[src/design/bscf_pkg.sv]
`default_nettype none
// ----------------------------------------------------------------------------
// bscf_pkg
// Shared types, sizes and word helpers for the bit map block.
// ----------------------------------------------------------------------------
package bscf_pkg;

  localparam int MAX_BITS   = 1024;
  localparam int WORD_BITS  = 16;
  localparam int WORD_COUNT = (MAX_BITS + WORD_BITS - 1) / WORD_BITS;
  localparam int POS_W      = 11;
  localparam int ADDR_W     = $clog2(WORD_COUNT);
  localparam int BIT_W      = $clog2(WORD_BITS);
  localparam int CNT_W      = $clog2(WORD_COUNT + 1);

  localparam logic [POS_W-1:0] MAX_POS = POS_W'(MAX_BITS);

  typedef logic [WORD_BITS-1:0] word_t;
  typedef logic [ADDR_W-1:0]    addr_t;
  typedef logic [BIT_W-1:0]     bidx_t;
  typedef logic [POS_W-1:0]     pos_t;
  typedef logic [CNT_W-1:0]     cnt_t;

  typedef enum logic [1:0] {
    OP_SET   = 2'd0,
    OP_CLEAR = 2'd1,
    OP_TEST  = 2'd2,
    OP_FIND  = 2'd3
  } op_t;

  // Scan result for one word
  typedef struct packed {
    logic  hit;
    bidx_t idx;
  } hit_t;

  // Bits of a word that lie inside the capacity; only the last word is partial.
  function automatic word_t word_mask(input logic is_last, input bidx_t last_bit);
    word_t m;
    m = '1;
    if (is_last) begin
      for (int i = 0; i < WORD_BITS; i++) begin
        m[i] = (BIT_W'(i) <= last_bit);
      end
    end
    return m;
  endfunction

endpackage
`default_nettype wire

[src/design/bscf_ram.sv]
`default_nettype none
// ----------------------------------------------------------------------------
// bscf_ram
// Simple dual-port synchronous RAM, one write and one registered read port.
// ----------------------------------------------------------------------------
module bscf_ram #(
  parameter int DEPTH = 64,
  parameter int WIDTH = 16
) (
  input  wire logic                     clk,
  input  wire logic                     we,
  input  wire logic [$clog2(DEPTH)-1:0] waddr,
  input  wire logic [WIDTH-1:0]         wdata,
  input  wire logic                     re,
  input  wire logic [$clog2(DEPTH)-1:0] raddr,
  output logic      [WIDTH-1:0]         rdata
);

  logic [WIDTH-1:0] mem [DEPTH];

  always_ff @(posedge clk) begin
    if (we) begin
      mem[waddr] <= wdata;
    end
    if (re) begin
      rdata <= mem[raddr];
    end
  end

endmodule
`default_nettype wire

[src/design/bscf_scan.sv]
`default_nettype none
// ----------------------------------------------------------------------------
// bscf_scan
// Mask one map word to the searched range and return its lowest set bit.
// ----------------------------------------------------------------------------
module bscf_scan (
  input  wire bscf_pkg::word_t word,
  input  wire logic            first,     // word holding the start position
  input  wire bscf_pkg::bidx_t start_bit,
  input  wire logic            is_last,   // last word inside the capacity
  input  wire bscf_pkg::bidx_t last_bit,
  output bscf_pkg::hit_t       res
);

  bscf_pkg::word_t keep;

  always_comb begin
    keep = word & bscf_pkg::word_mask(is_last, last_bit);
    for (int i = 0; i < bscf_pkg::WORD_BITS; i++) begin
      if (first && (bscf_pkg::BIT_W'(i) < start_bit)) begin
        keep[i] = 1'b0;
      end
    end
    res.hit = |keep;
    res.idx = '0;
    for (int i = bscf_pkg::WORD_BITS - 1; i >= 0; i--) begin
      if (keep[i]) begin
        res.idx = bscf_pkg::BIT_W'(i);
      end
    end
  end

endmodule
`default_nettype wire

[src/design/bitmap_set_clear_find.sv]
`default_nettype none
// ----------------------------------------------------------------------------
// bitmap_set_clear_find
// Bit map with set, clear, test and find-first-set on 1-based positions.
// ----------------------------------------------------------------------------
// The map lives in a 64 x 16-bit RAM with a registered read port, plus one
// valid flop per word so that reset and a capacity write clear the whole map
// at once (a word never written since reads as zero). Set, clear, test and
// any request with a bad position pass through these steps between acceptance
// and the next acceptance: accept and read, execute (read-modify-write), hand
// off to the output register, which waits while that register is still full.
// Find walks the RAM one word per cycle from the word that holds the start
// position up to the last word in use, reading 1 to 64 words. The all-set flag
// comes from a counter of words that still hold a clear bit inside the
// capacity, updated on each write, so no scan is needed for it. A finished
// result waits in the output register while the next request is taken.
// Write the capacity only while no request is in flight.
// ----------------------------------------------------------------------------
module bitmap_set_clear_find (
  input  wire logic        clk,
  input  wire logic        rst_n,
  input  wire logic        cfg_wr_en,
  input  wire logic [10:0] cfg_wr_data,   // capacity
  input  wire logic        in_tvalid,
  output logic             in_tready,
  input  wire logic [15:0] in_tdata,      // [1:0] op, [12:2] position, [15:13] zero
  output logic             out_tvalid,
  input  wire logic        out_tready,
  output logic      [15:0] out_tdata      // [0] bit_value, [11:1] found_position,
                                          // [12] position_error, [13] all_set,
                                          // [15:14] zero
);

  typedef enum logic [2:0] {
    ST_IDLE = 3'b001,
    ST_EXEC = 3'b010,
    ST_PUSH = 3'b100
  } state_t;

  state_t state_r, state_nxt;

  // Request held across the walk
  bscf_pkg::op_t   op_r, op_nxt;
  logic            err_r, err_nxt;
  bscf_pkg::addr_t w_r, w_nxt;
  bscf_pkg::bidx_t b_r, b_nxt;
  logic            first_r, first_nxt;

  // Pending result
  logic            bv_r, bv_nxt;
  bscf_pkg::pos_t  found_r, found_nxt;

  // Map bookkeeping
  bscf_pkg::pos_t  cap_r;
  bscf_pkg::cnt_t  cnt_r, cnt_nxt;
  logic [bscf_pkg::WORD_COUNT-1:0] valid_r;
  logic            vq_r;

  // Output register
  logic            out_valid_r;
  logic [15:0]     out_data_r;

  // RAM ports
  logic            rd_en, wr_en;
  bscf_pkg::addr_t rd_addr;
  bscf_pkg::word_t rdata, wdata, cur_word;

  bscf_pkg::pos_t  used_bits, used_m1, in_pos, in_pm1;
  bscf_pkg::addr_t last_w;
  bscf_pkg::bidx_t last_b;
  bscf_pkg::word_t use_m;
  bscf_pkg::hit_t  scan_res;
  logic            is_last, old_full, new_full, in_acc, push;

  logic [bscf_pkg::POS_W-1:0] cfg_used;
  logic [bscf_pkg::POS_W:0]   cfg_words;

  // Saturate capacity to the map size
  assign used_bits = (cap_r > bscf_pkg::MAX_POS) ? bscf_pkg::MAX_POS : cap_r;
  assign used_m1   = used_bits - bscf_pkg::POS_W'(1);
  assign last_w    = used_m1[bscf_pkg::BIT_W +: bscf_pkg::ADDR_W];
  assign last_b    = used_m1[bscf_pkg::BIT_W-1:0];
  assign is_last   = (w_r == last_w);

  assign in_pos = in_tdata[12:2];
  assign in_pm1 = in_pos - bscf_pkg::POS_W'(1);

  assign cfg_used  = (cfg_wr_data > bscf_pkg::MAX_POS) ? bscf_pkg::MAX_POS : cfg_wr_data;
  assign cfg_words = ({1'b0, cfg_used} + (bscf_pkg::POS_W + 1)'(bscf_pkg::WORD_BITS - 1))
                     >> bscf_pkg::BIT_W;

  // Words never written since the last clear read as zero
  assign cur_word = vq_r ? rdata : '0;

  assign in_tready = (state_r == ST_IDLE);
  assign in_acc    = in_tvalid && in_tready;
  assign push      = (state_r == ST_PUSH) && (!out_valid_r || out_tready);

  assign use_m    = bscf_pkg::word_mask(is_last, last_b);
  assign old_full = ((cur_word & use_m) == use_m);

  bscf_ram #(
    .DEPTH (bscf_pkg::WORD_COUNT),
    .WIDTH (bscf_pkg::WORD_BITS)
  ) u_ram (
    .clk   (clk),
    .we    (wr_en),
    .waddr (w_r),
    .wdata (wdata),
    .re    (rd_en),
    .raddr (rd_addr),
    .rdata (rdata)
  );

  bscf_scan u_scan (
    .word      (cur_word),
    .first     (first_r),
    .start_bit (b_r),
    .is_last   (is_last),
    .last_bit  (last_b),
    .res       (scan_res)
  );

  always_comb begin
    state_nxt = state_r;
    op_nxt    = op_r;
    err_nxt   = err_r;
    w_nxt     = w_r;
    b_nxt     = b_r;
    first_nxt = first_r;
    bv_nxt    = bv_r;
    found_nxt = found_r;
    cnt_nxt   = cnt_r;
    rd_en     = 1'b0;
    rd_addr   = w_r + bscf_pkg::ADDR_W'(1);
    wr_en     = 1'b0;
    wdata     = cur_word;
    new_full  = old_full;

    unique case (state_r)
      ST_IDLE: begin
        rd_addr = in_pm1[bscf_pkg::BIT_W +: bscf_pkg::ADDR_W];
        if (in_acc) begin
          // Latch the request and start the first word read
          rd_en     = 1'b1;
          op_nxt    = bscf_pkg::op_t'(in_tdata[1:0]);
          err_nxt   = (in_pos == '0) || (in_pos > used_bits);
          w_nxt     = in_pm1[bscf_pkg::BIT_W +: bscf_pkg::ADDR_W];
          b_nxt     = in_pm1[bscf_pkg::BIT_W-1:0];
          first_nxt = 1'b1;
          bv_nxt    = 1'b0;
          found_nxt = '0;
          state_nxt = ST_EXEC;
        end
      end
      ST_EXEC: begin
        if (err_r) begin
          state_nxt = ST_PUSH;
        end else begin
          case (op_r) inside
            bscf_pkg::OP_SET, bscf_pkg::OP_CLEAR: begin
              wdata[b_r] = (op_r == bscf_pkg::OP_SET);
              wr_en      = 1'b1;
              new_full   = ((wdata & use_m) == use_m);
              // Track words with a clear bit inside the capacity
              if (old_full && !new_full) begin
                cnt_nxt = cnt_r + bscf_pkg::CNT_W'(1);
              end else if (!old_full && new_full) begin
                cnt_nxt = cnt_r - bscf_pkg::CNT_W'(1);
              end
              state_nxt = ST_PUSH;
            end
            bscf_pkg::OP_TEST: begin
              bv_nxt    = cur_word[b_r];
              state_nxt = ST_PUSH;
            end
            default: begin
              first_nxt = 1'b0;
              if (scan_res.hit) begin
                found_nxt = bscf_pkg::POS_W'({w_r, scan_res.idx}) + bscf_pkg::POS_W'(1);
                state_nxt = ST_PUSH;
              end else if (is_last) begin
                state_nxt = ST_PUSH;
              end else begin
                // Advance to the next word
                rd_en = 1'b1;
                w_nxt = w_r + bscf_pkg::ADDR_W'(1);
              end
            end
          endcase
        end
      end
      ST_PUSH: begin
        if (push) begin
          state_nxt = ST_IDLE;
        end
      end
      default: begin
        state_nxt = ST_IDLE;
      end
    endcase
  end

  always_ff @(posedge clk) begin
    if (!rst_n) begin
      state_r     <= ST_IDLE;
      cap_r       <= bscf_pkg::MAX_POS;
      cnt_r       <= bscf_pkg::CNT_W'(bscf_pkg::WORD_COUNT);
      valid_r     <= '0;
      out_valid_r <= 1'b0;
    end else begin
      state_r <= state_nxt;
      // Capacity write clears the map; every word in use starts incomplete
      if (cfg_wr_en) begin
        cap_r   <= cfg_wr_data;
        cnt_r   <= bscf_pkg::CNT_W'(cfg_words);
        valid_r <= '0;
      end else begin
        cnt_r <= cnt_nxt;
        if (wr_en) begin
          valid_r[w_r] <= 1'b1;
        end
      end
      if (push) begin
        out_valid_r <= 1'b1;
      end else if (out_tready) begin
        out_valid_r <= 1'b0;
      end
    end
  end

  always_ff @(posedge clk) begin
    op_r    <= op_nxt;
    err_r   <= err_nxt;
    w_r     <= w_nxt;
    b_r     <= b_nxt;
    first_r <= first_nxt;
    bv_r    <= bv_nxt;
    found_r <= found_nxt;
    if (rd_en) begin
      vq_r <= valid_r[rd_addr];
    end
    if (push) begin
      out_data_r <= {2'b00, (cnt_r == '0), err_r, found_r, bv_r};
    end
  end

  assign out_tvalid = out_valid_r;
  assign out_tdata  = out_data_r;

endmodule
`default_nettype wire

[config.mk]
export PLATFORM = sky130hd
export DESIGN_NAME = bitmap_set_clear_find
export DESIGN_NICKNAME = d
export VERILOG_FILES = /design/src/design/bscf_pkg.sv /design/src/design/bscf_ram.sv /design/src/design/bscf_scan.sv /design/src/design/bitmap_set_clear_find.sv
export SDC_FILE = /design/constraint.sdc
export NUM_CORES = 2
export LEC_CHECK = 0
export ABC_AREA = 1
export BUFFER_PORTS_ARGS = -buffer_cell sky130_fd_sc_hd__buf_2
export CAP_MARGIN = 20
export CORE_ASPECT_RATIO = 0.5
export CORE_MARGIN = 2
export CORE_UTILIZATION = 55
export CTS_BUF_LIST = sky130_fd_sc_hd__clkbuf_4 sky130_fd_sc_hd__clkbuf_8
export CTS_CLUSTER_DIAMETER = 50
export CTS_CLUSTER_SIZE = 30
export DETAILED_ROUTE_END_ITERATION = 8
export GPL_TIMING_DRIVEN = 0
export PLACE_DENSITY = 0.68
export SLEW_MARGIN = 20
export SYNTH_ARGS = -nofsm -noshare
export SYNTH_HDL_FRONTEND = slang
export SYNTH_SLANG_ARGS = --single-unit
[constraint.sdc]
create_clock -name clk -period 12.7 [get_ports clk]
set_input_delay 1.905 -clock clk [delete_from_list [all_inputs] [get_ports clk]]
set_output_delay 1.905 -clock clk [all_outputs]
set_load 0.02 [all_outputs]
==> flow_summary.toml <==
[setup_path]
cp.required_ps = 13320
crit_fanout = 10
crit_type = "in -> reg"
arrival_ps = 7840
slowest_stage = "clkbuf_1"
worst_setup_path_end_kind = "flip-flop"
critical_path.most_common_cell = "clkbuf_1"
setup.worst_path.start_class = "input port"
critPathMaxStageDelay_ps = 970
crit_chain = "buf_2 -> inv_1 -> ha_1 -> inv_1 -> nor3_1 -> xor2_1 -> o21ai_0 -> buf_2 -> clkbuf_1 -> clkbuf_1 -> clkbuf_1 -> o21ai_0 -> o221ai_1 -> nand3_1 -> a21oi_1 -> o32a_1"

[clock_network]
clk_latency_ps = 860
ctsResizeCount = 0
htree_levels = 2
post_cts_buffers = 0
cts_buffers = 56
cts_tree = "yes"
cts_hold_buf = 0
clk_pin_slew_ps = 170
clock_sinks = 1167
root_buffer = "clkbuf_8"
ctsLongestPathBuffers = 3

[yosys]
ys_warn_count = 0
seq_area_frac_synth_pct = 70.2
syn_area_um2 = 48700
synth_top_flop_cell = "edfxtp_1"
synth_edf_count = 1081
ys_types = 55
ys_seq_elements = 1167
syn_inst = 4005
synthTopCellsByArea = "edfxtp_1 (67%), nor2_1 (6.7%), o221ai_1 (4.3%)"
synth_top_area_cell = "edfxtp_1"
yosys.area.top_type_share_pct = 66.7
avgSynthCellArea_um2 = 12.2
synthArstFlopShare_pct = 0

[placed_design]
place.gp.congestion = 1.03
dp.final_hpwl_mm = 119
place_area_um2 = 52700
io_buffers = 43
pre_cts_slack_ps = 5070

[sta]
rsz0062_at_grt = "false"
max_freq_mhz = 138
worst_slew_pin_slew_ps = 1250
slew-limit-headroom_pct = 16.3
setup_viol = 0
hold_violations = 0
setup_slack_ps = 5480
finalCritPeriodShare_pct = 56.9
fin_crit_ps = 7220
setup-tns-final_ps = 0
slew_violations = 0
fin_worst_skew_ps = 96.2

[drt]
wl_met1_mm = 66.0
wl_met3_mm = 25.4
drt_wl_total_mm = 164
via_per_inst = 6.56
drt_pass1_iterations = 6
vias = 35662
drt_iter0_drc = 6626
drc_errors = 0
routed-wl-met2_mm = 67.9
wl_per_cell_um = 30.2
routed.top_layer = "met5"
ant_nets = 0

[die]
start_util_pct = 55.3
core_area_um2 = 88100
die_y_um = 214
io_pins = 50
row_count = 77
die-area_um2 = 91100
die_x_um = 425

[layout]
design.final.nets = 4258
area_growth_pct = 11.1
mostFrequentLayoutCells = "edfxtp_1 (1081), nor2_1 (802), o21ai_0 (367)"
finish.instance_area_um2 = 54100
layout-drive-gt1-share_pct = 8.73
layout_commonest_cell = "edfxtp_1"

[global_routing]
antenna_found_initial = 14
grt_pass1_wl_mm = 232
gr-total-overflow = 0
grt_pass1_vias = 32501
grt_start_max_net_pins = 33
grt.total_usage_pct = 35.5

[worst_hold_path]
min_path_type = "reg -> reg"

[power]
leakage_nw = 17.8
power.density_cell_area_nw_per_um2 = 161
peakVddDrop_v = 0.000106

[run]
maxCapViolCount = 0

[status]
status = "finished, final reports clean"
[layout make-up]
| cell class | instances | area [um2] |
|---|---|---|
| Sequential cell | 1167 | 34200 |
| Fill cell | 6838 | 34000 |
| Multi-Input combinational cell | 2442 | 13500 |
| Timing Repair Buffer | 139 | 2060 |
| Tap cell | 1185 | 1480 |
| Buffer | 259 | 987 |
| Clock buffer | 60 | 813 |
| Clock inverter | 43 | 587 |
| Inverter | 138 | 520 |
| Antenna cell | 3 | 7.51 |
[per-stage QoR]
step / instances / hold slack [ps] / total power [W] / util [%]
2_1_floorplan: 4006 / 400 / 0.00566 / -
3_3_place_gp: 5234 / 406 / 0.00667 / 57.2
3_5_place_dp: 5329 / 408 / 0.00678 / 59.8
4_1_cts: 5432 / 443 / 0.00859 / 61.4
5_1_grt: 5433 / 446 / 0.00890 / 61.4
6_report: 5436 / 445 / 0.00872 / 61.4
[state kept, by name, summed over array words and instances, names as in the netlist, 6 cells and up]
name         flops
out_tdata       14
cap_r           11
u_ram.rdata     16
cnt_r            7
valid_r         64
w_r              6
u_ram.mem     1024
found_r         11
[power by group]
group / switching, W / internal, W
combinational: 0.00179 / 0.000621
sequential: 0.0000191 / 0.00440
clock: 0.00129 / 0.000601
[routing by layer]
layer / global-route usage, % / up-vias
met5: 0 / -
met4: 9.05 / 6
met3: 11.0 / 306
met2: 49.3 / 2566
met1: 54.2 / 17626
li1: - / 15158
[Yosys cell counts, types with 4 or more instances]
library cell  number
nand2_1          242
buf_1              9
nor3_1            68
buf_2              4
dfxtp_1           86
a22oi_1            5
a21oi_1          111
nand4_1            9
nand3_1          109
nand2_2            8
o21ai_0          383
ha_1              22
nor4_1             6
clkbuf_1         244
nor2_1           867
inv_1            129
a31oi_1           19
o221ai_1         239
xor2_1            13
o21bai_1         237
nor2_2             5
edfxtp_1        1081
o32a_1            16
o21ai_1            9
o211ai_1          31
inv_2              5
[path summary, 6_finish.rpt]
kind,slack [ps],cells after the start,startpoint,to
worst min register to register,450,0,found_r[10],out_tdata[11]
worst min-delay path,450,0,found_r[10],out_tdata[11]
worst max-delay path,5480,16,in_tdata[2],u_ram.rdata[10]
worst max register to register,6640,15,state_r[1],u_ram.rdata[3]
[worst max-delay path, delay by kind of cell]
family                     cells  cell delay (ps)
adders and majority gates      1              240
xor gates and xnor gates       1              150
AOI/OAI and AO/OA              5             1920
buffers and inverters          7             3050
and+or+nand+nor                2              530
[kinds of logic (layout without fill, tap and decap cells)]
kind of cell | Yosys count | after routing | synth area share, %
AO/OA/AOI/OAI | 1072 | 1072 | 14.7
XOR/XNOR | 15 | 15 | 0.270
adder cells (fa/ha/maj) | 23 | 23 | 0.606
buffers and inverters | 397 | 639 | 3.09
flip-flops | 1167 | 1167 | 70.2
other | 1 | 5 | 0.00770
AND/OR/NAND/NOR | 1330 | 1330 | 11.1
(Power assumes the default switching activity.)
